==> src/sv/string_bucket_hash_macros.svh <==
// Assertion helpers for string_bucket_hash
`ifndef STRING_BUCKET_HASH_MACROS_SVH
`define STRING_BUCKET_HASH_MACROS_SVH

// Same-cycle implication
`define SBH_ASSERT_NOW(lbl, ante, cons, msg) \
  lbl: assert property (@(posedge clk) disable iff (!rst_n) (ante) |-> (cons)) else $error(msg);

// Next-cycle implication
`define SBH_ASSERT_NEXT(lbl, ante, cons, msg) \
  lbl: assert property (@(posedge clk) disable iff (!rst_n) (ante) |=> (cons)) else $error(msg);

`endif

==> src/sv/sbh_pkg.sv <==
package sbh_pkg;

  localparam int unsigned KeyW    = 8;
  localparam int unsigned HashW   = 32;
  localparam int unsigned SizeW   = 31;
  localparam int unsigned CntW    = 6;
  localparam int unsigned DataOutW = 32;

  localparam logic [SizeW-1:0] SizeReset = 31'd256;
  localparam logic [SizeW-1:0] Fold8Lim  = 31'h100;
  localparam logic [SizeW-1:0] Fold16Lim = 31'h10000;

  typedef enum logic [1:0] {
    ST_IDLE,
    ST_DIV,
    ST_HOLD
  } sbh_state_t;

  typedef struct packed {
    logic start;
  } sbh_mod_ctl_t;

  typedef struct packed {
    logic busy;
    logic done;
  } sbh_mod_sts_t;

  function automatic logic [HashW-1:0] fold_hash(input logic [HashW-1:0] h,
                                                 input logic [SizeW-1:0] size);
    logic [HashW-1:0] f;
    f = h;
    if (size < Fold8Lim) begin
      f = {24'd0, h[7:0] ^ h[15:8] ^ h[23:16] ^ h[31:24]};
    end else if (size < Fold16Lim) begin
      f = {16'd0, h[15:0] ^ h[31:16]};
    end
    return f;
  endfunction

endpackage

==> src/sv/string_bucket_hash.sv <==
// string_bucket_hash: sdbm string hash reduced to a bucket index.
// Input stream: one key byte per transaction on in_tdata; a zero byte ends
//   the key. Output stream: one bucket index per finished key on out_tdata.
// cfg_wr_en/cfg_wr_data set table_size (bucket count and fold select);
//   write it only while the block is idle.
// Nonzero bytes are taken one per cycle while in_tready is high and fold into the running hash.
// The zero byte starts a bit-serial remainder by table_size in the
//   subtract/compare unit; the remainder is then loaded into the output register.
// in_tready stays low while the remainder runs. A result waiting in the
//   output register does not block nonzero bytes; a finished remainder
//   waits in its unit until the output register frees up.
// A table_size of zero gives bucket 0.
// Reset (rst_n low, synchronous) clears the hash, empties the output,
//   and sets table_size to 256.
module string_bucket_hash (
  input  logic        clk,
  input  logic        rst_n,
  input  logic        in_tvalid,
  output logic        in_tready,
  input  logic [7:0]  in_tdata,     // [7:0] key_byte
  output logic        out_tvalid,
  input  logic        out_tready,
  output logic [31:0] out_tdata,    // [30:0] bucket, [31] zero
  input  logic        cfg_wr_en,
  input  logic [30:0] cfg_wr_data   // [30:0] table_size
);

  `include "string_bucket_hash_macros.svh"

  sbh_pkg::sbh_state_t state_r, state_nxt;
  logic [sbh_pkg::SizeW-1:0] size_r;
  logic [sbh_pkg::SizeW-1:0] bucket_r, bucket_nxt;
  logic                      out_vld_r, out_vld_nxt;
  logic                      zero_r, zero_nxt;
  logic                      in_fire, out_fire, key_end, load;
  logic [sbh_pkg::HashW-1:0] hash;
  logic [sbh_pkg::SizeW-1:0] remainder;
  sbh_pkg::sbh_mod_ctl_t     mod_ctl;
  sbh_pkg::sbh_mod_sts_t     mod_sts;

  assign in_tready = (state_r == sbh_pkg::ST_IDLE);
  assign in_fire   = in_tvalid && in_tready;
  assign out_fire  = out_vld_r && out_tready;
  assign key_end   = in_fire && (in_tdata == '0);
  assign mod_ctl.start = key_end;

  sbh_hash u_hash (
    .clk      (clk),
    .rst_n    (rst_n),
    .upd_en   (in_fire && (in_tdata != '0)),
    .clr      (key_end),
    .key_byte (in_tdata),
    .hash     (hash)
  );

  sbh_mod u_mod (
    .clk       (clk),
    .rst_n     (rst_n),
    .ctl       (mod_ctl),
    .dividend  (sbh_pkg::fold_hash(hash, size_r)),
    .divisor   (size_r),
    .sts       (mod_sts),
    .remainder (remainder)
  );

  always_comb begin
    state_nxt = state_r;
    zero_nxt  = zero_r;
    load      = 1'b0;
    unique case (state_r)
      sbh_pkg::ST_IDLE: begin
        if (key_end) begin
          zero_nxt  = (size_r == '0);
          state_nxt = sbh_pkg::ST_DIV;
        end
      end
      sbh_pkg::ST_DIV: begin
        if (mod_sts.done) begin
          if (!out_vld_r || out_tready) begin
            load      = 1'b1;
            state_nxt = sbh_pkg::ST_IDLE;
          end else begin
            state_nxt = sbh_pkg::ST_HOLD;
          end
        end
      end
      sbh_pkg::ST_HOLD: begin
        if (!out_vld_r || out_tready) begin
          load      = 1'b1;
          state_nxt = sbh_pkg::ST_IDLE;
        end
      end
      default: state_nxt = sbh_pkg::ST_IDLE;
    endcase
    bucket_nxt  = load ? (zero_r ? '0 : remainder) : bucket_r;
    out_vld_nxt = load || (out_vld_r && !out_fire);
  end

  always_ff @(posedge clk) begin
    if (!rst_n) begin
      state_r   <= sbh_pkg::ST_IDLE;
      out_vld_r <= 1'b0;
      size_r    <= sbh_pkg::SizeReset;
      zero_r    <= 1'b0;
    end else begin
      state_r   <= state_nxt;
      out_vld_r <= out_vld_nxt;
      zero_r    <= zero_nxt;
      if (cfg_wr_en) begin
        size_r <= cfg_wr_data;
      end
    end
  end

  always_ff @(posedge clk) begin
    bucket_r <= bucket_nxt;
  end

  assign out_tvalid = out_vld_r;
  assign out_tdata  = {{(sbh_pkg::DataOutW-sbh_pkg::SizeW){1'b0}}, bucket_r};

  `SBH_ASSERT_NOW(a_busy_blocks_in, mod_sts.busy, !in_tready, "input ready while remainder runs")
  `SBH_ASSERT_NEXT(a_end_starts_div, key_end, mod_sts.busy, "key end did not start remainder")
  `SBH_ASSERT_NOW(a_bucket_range, out_vld_r && (size_r != '0), bucket_r < size_r, "bucket out of range")
  `SBH_ASSERT_NEXT(a_zero_size, load && zero_r, bucket_r == '0, "zero table size gave nonzero bucket")

endmodule

==> src/sv/sbh_hash.sv <==
module sbh_hash (
  input  logic                        clk,
  input  logic                        rst_n,
  input  logic                        upd_en,
  input  logic                        clr,
  input  logic [sbh_pkg::KeyW-1:0]    key_byte,
  output logic [sbh_pkg::HashW-1:0]   hash
);

  logic [sbh_pkg::HashW-1:0] hash_r;
  logic [sbh_pkg::HashW-1:0] hash_nxt;

  always_comb begin
    hash_nxt = hash_r;
    if (clr) begin
      hash_nxt = '0;
    end else if (upd_en) begin
      hash_nxt = {{(sbh_pkg::HashW-sbh_pkg::KeyW){1'b0}}, key_byte}
               + (hash_r << 6) + (hash_r << 16) - hash_r;
    end
  end

  always_ff @(posedge clk) begin
    if (!rst_n) begin
      hash_r <= '0;
    end else begin
      hash_r <= hash_nxt;
    end
  end

  assign hash = hash_r;

endmodule

==> src/sv/sbh_mod.sv <==
// Restoring remainder, one dividend bit per cycle
module sbh_mod (
  input  logic                        clk,
  input  logic                        rst_n,
  input  sbh_pkg::sbh_mod_ctl_t       ctl,
  input  logic [sbh_pkg::HashW-1:0]   dividend,
  input  logic [sbh_pkg::SizeW-1:0]   divisor,
  output sbh_pkg::sbh_mod_sts_t       sts,
  output logic [sbh_pkg::SizeW-1:0]   remainder
);

  logic [sbh_pkg::HashW-1:0] dvd_r, dvd_nxt;
  logic [sbh_pkg::SizeW-1:0] dvs_r, dvs_nxt;
  logic [sbh_pkg::SizeW-1:0] rem_r, rem_nxt;
  logic [sbh_pkg::CntW-1:0]  cnt_r, cnt_nxt;
  logic                      done_r, done_nxt;
  logic [sbh_pkg::SizeW:0]   rem_sh;
  logic [sbh_pkg::SizeW:0]   rem_sub;

  assign rem_sh  = {rem_r, dvd_r[sbh_pkg::HashW-1]};
  assign rem_sub = rem_sh - {1'b0, dvs_r};

  always_comb begin
    dvd_nxt  = dvd_r;
    dvs_nxt  = dvs_r;
    rem_nxt  = rem_r;
    cnt_nxt  = cnt_r;
    done_nxt = 1'b0;
    if (ctl.start) begin
      dvd_nxt = dividend;
      dvs_nxt = divisor;
      rem_nxt = '0;
      cnt_nxt = sbh_pkg::CntW'(sbh_pkg::HashW);
    end else if (cnt_r != '0) begin
      dvd_nxt = dvd_r << 1;
      if (rem_sh >= {1'b0, dvs_r}) begin
        rem_nxt = rem_sub[sbh_pkg::SizeW-1:0];
      end else begin
        rem_nxt = rem_sh[sbh_pkg::SizeW-1:0];
      end
      cnt_nxt = cnt_r - sbh_pkg::CntW'(1);
      done_nxt = (cnt_r == sbh_pkg::CntW'(1));
    end
  end

  always_ff @(posedge clk) begin
    if (!rst_n) begin
      cnt_r  <= '0;
      done_r <= 1'b0;
    end else begin
      cnt_r  <= cnt_nxt;
      done_r <= done_nxt;
    end
  end

  always_ff @(posedge clk) begin
    dvd_r <= dvd_nxt;
    dvs_r <= dvs_nxt;
    rem_r <= rem_nxt;
  end

  assign sts.busy  = (cnt_r != '0);
  assign sts.done  = done_r;
  assign remainder = rem_r;

endmodule

==> config.mk <==
export PLATFORM = sky130hd
export DESIGN_NAME = string_bucket_hash
export DESIGN_NICKNAME = d
export VERILOG_FILES = /design/src/sv/sbh_pkg.sv /design/src/sv/string_bucket_hash.sv /design/src/sv/sbh_hash.sv /design/src/sv/sbh_mod.sv
export VERILOG_INCLUDE_DIRS = /design/src /design/src/sv
export SDC_FILE = /design/constraint.sdc
export NUM_CORES = 1
export LEC_CHECK = 0
export BUFFER_PORTS_ARGS = -buffer_cell sky130_fd_sc_hd__buf_2
export CAP_MARGIN = 10
export CORE_MARGIN = 5
export CORE_UTILIZATION = 60
export DETAILED_ROUTE_END_ITERATION = 10
export PLACE_DENSITY = 0.89
export RECOVER_POWER = 25
export SYNTH_ARGS = -nofsm -noshare
export SYNTH_HDL_FRONTEND = slang
export SYNTH_SLANG_ARGS = --single-unit
==> constraint.sdc <==
create_clock -name clk -period 4.1 [get_ports clk]
set_input_delay 1.025 -clock clk [delete_from_list [all_inputs] [get_ports clk]]
set_output_delay 1.025 -clock clk [all_outputs]
set_load 0.02 [all_outputs]
==> impl_metrics.py <==
metrics = {
    "cts": {
        "cts_resized": 0,
        "cts_hold_buffers": 0,
        "path_clk_slew_ps": 70,
        "cts_sinks": 199,
        "worstSkewPairLatency_ps": 430,
        "post_cts_buffers": 0,
        "numCtsBuffers": 17,
        "cts.htree.levels": 4,
        "root_buffer": "clkbuf_16",
        "cts_tree": "built",
        "ctsLongestPathBuffers": 2,
    },
    "status": {
        "violations": "max-capacitance violations, max-slew violations",
        "status": "finished, violations left",
    },
    "grt": {
        "grt-ovfl-total": 0,
        "grt_pass1_wl_um": 47230,
        "grt_max_degree": 50,
        "grt_pass1_vias": 9428,
        "antenna_found_initial": 0,
        "grt_usage_pct": 24.42,
    },
    "logic_synthesis": {
        "synth.distinct_cells": 68,
        "synthFlopType": "dfxtp_1",
        "synth-edff-count": 94,
        "synth_fp_nets": 1432,
        "synth-warning-count": 0,
        "ys_ff_latch": 199,
        "synthArstFlopShare_pct": 0,
        "syn_inst": 1274,
        "yosysSeqAreaShare_pct": 40.46,
        "syn_area_um2": 12170,
        "syn_area_per_cell_um2": 9.554,
    },
    "place": {
        "pre_cts_slack_ps": 51.58,
        "dpl-instance-area_um2": 12800,
        "dp_cells": 1584,
        "detailed_place_hpwl_um": 20790,
        "io_buffer_count": 76,
        "globalplace.congestion": 0.9552,
    },
    "timing": {
        "finalCriticalPeriod_ps": 3707,
        "timing.fmax_mhz": 269.8,
        "worstMarginPinSlew_ps": 1721,
        "skew_ps": 8.050,
        "whs_ps": 461.7,
        "relSlewSlack_pct": -14.71,
        "setup_tns_ps": 0,
        "finalCritPeriodShare_pct": 90.42,
        "worst_slack_ps": 392.9,
        "hold_viol": 0,
        "drv_slew": 32,
        "rsz0062_at_grt": "false",
        "setup_violations": 0,
    },
    "pwr": {
        "ir_drop_mv": 0.6283,
        "seqPwrFrac_pct": 28.2,
        "swShare_pct": 43.42,
        "pwr-share-comb_pct": 57.8,
        "p_leak_nw": 5.718,
        "p_sw_mw": 5.044,
        "power_per_cell_area_nw_per_um2": 869.5,
        "clockPowerShare_pct": 14.0,
        "p_int_mw": 6.574,
        "p_total_mw": 11.62,
    },
    "floorplanning": {
        "die_y_um": 152.4,
        "die_area_um2": 23230,
        "start_util_pct": 60.54,
        "fp.dieW_um": 152.4,
        "ios": 78,
        "core_area_um2": 20100,
        "rows": 52,
    },
    "worst_setup_path": {
        "crit_slowest_cell": "fa_1",
        "max_stage_delay_ps": 430,
        "path_cells": "inv_1 -> ha_1 -> inv_1 -> fa_1 -> a211oi_1 -> o21a_1 -> a211oi_1 -> nor3_1 -> o21ai_0 -> a21oi_1 -> mux2_2 -> o31ai_1 -> a21oi_1",
        "arrival_ps": 4000,
        "crit_type": "flop to flop",
        "critPathMaxFanout": 5,
        "crit_path_start_kind": "flop",
        "crit_required_ps": 4390,
        "critical_path.endpoint_type": "flop",
    },
    "layout": {
        "stdcell_area_um2": 13360,
        "final_cell_mix": "inv_1, dfxtp_1, ha_1, edfxtp_1, a21oi_1",
        "drive_above_1_share_pct": 9.584,
        "synthToLayoutAreaGrowth_pct": 9.776,
        "fillers": 1466,
        "nets": 1491,
        "diodes": 0,
        "fin_util_pct": 66.46,
        "final_common_cell": "inv_1",
        "fin_cells": 1616,
    },
    "route": {
        "drc_errors": 0,
        "ant_nets": 0,
        "drt_iter0_drc": 1020,
        "firstDrtPassIters": 5,
        "viasPerCell": 6.037,
        "wire_per_inst_um": 17.69,
        "num_vias": 9755,
        "wirelength_um": 28580,
    },
    "worst_hold_path": {
        "min_path_type": "flop to flop",
    },
    "job": {
        "maxCapViolations": 1,
    },
}
-- path summary, 6_finish.rpt --
kind / from / to / slack, ps / cells after the start
setup / recovery: u_mod.dvd_r[31] / u_mod.remainder[30] / 390 / 13
hold / removal: size_r[30] / u_mod.dvs_r[30] / 460 / 0
setup reg to reg: u_mod.dvd_r[31] / u_mod.remainder[30] / 390 / 13
hold reg to reg: size_r[30] / u_mod.dvs_r[30] / 460 / 0
-- flip-flops by register name, indices dropped and copies added, names as in the netlist, 2 cells and up --
signal / cells
u_mod.remainder: 31
u_mod.cnt_r: 6
u_mod.dvs_r: 31
u_hash.hash: 32
size_r: 31
bucket_r: 31
state_r: 2
u_mod.dvd_r: 32
-- metal layers --
| metal | track usage (%) | up-vias | share of wire, % |
|---|---|---|---|
| li1 | - | 4642 | - |
| met1 | 30.98 | 4590 | 41 |
| met2 | 41.30 | 431 | 48 |
| met3 | 4.147 | 92 | 6.7 |
| met4 | 10.69 | 0 | 3.9 |
| met5 | 0 | - | 0 |
-- layout make-up --
type                    instances  area (um2)  share of cell area (%)
flip-flops and latches        199        4925                   36.86
well taps                     270       337.8                   2.528
repair buffers                 93       515.5                   3.858
inverters                     108       405.4                   3.034
clock inverters                12       127.6                  0.9551
multi-input cells             914        6614                   49.50
clock buffers                  20       436.7                   3.268
-- worst max-delay path, delay by kind of cell, from the launching register on --
kind,cells,cell delay (ps)
flops,1,390
compound gates,7,1680
simple gates,1,410
fa+ha+maj,2,590
buf+inv,2,140
mux,1,370
-- synth_stat cells, types with 3 or more instances --
library cell	number	area, um2
ha_1	95	1189
xnor2_1	51	446.7
mux2i_1	41	410.4
nand3_1	7	35.03
clkbuf_1	41	153.9
nand4_1	8	50.05
dfxtp_1	105	2102
a21boi_0	7	52.55
o211ai_1	5	37.54
a21oi_1	88	440.4
inv_1	108	405.4
a31oi_1	13	81.33
a22o_1	16	140.1
a21o_1	32	240.2
nor4_1	13	81.33
a211oi_2	3	37.54
a211oi_1	26	195.2
o21bai_1	8	60.06
and3_1	8	50.05
a22oi_1	15	112.6
and4_1	3	26.28
o21ai_0	81	405.4
nand2_1	75	281.5
and2_1	6	37.54
o211a_1	4	40.04
fa_1	19	380.4
buf_1	5	18.77
o21a_1	11	82.58
a32oi_1	3	26.28
o31ai_1	6	45.04
nor2b_1	84	525.5
xor2_1	28	245.2
nand2b_1	10	62.56
nor3_1	34	170.2
edfxtp_1	94	2823
nor2_1	76	285.3
buf_4	4	30.03
-- cells by family after synthesis --
group / Yosys count / share of synthesized area, %
other: 1 / 0.03081
buffers and inverters: 161 / 5.222
adders and majority gates: 114 / 12.89
AOI/OAI and AO/OA: 343 / 18.34
xor gates and xnor gates: 79 / 5.685
and+or+nand+nor: 335 / 13.91
muxes: 42 / 3.464
DFF: 199 / 40.46
-- power groups by stage --
stage	Sequential (mW)	Combinational, mW	Clock, mW
after detailed placement	3.28	6.54	0
after floorplan	3.09	5.24	0
after global routing	3.31	7.44	1.73
after CTS	3.25	6.62	1.64
after global placement	3.26	6.32	0
final	3.27	6.71	1.63
Power figures use the tool's default switching activity.
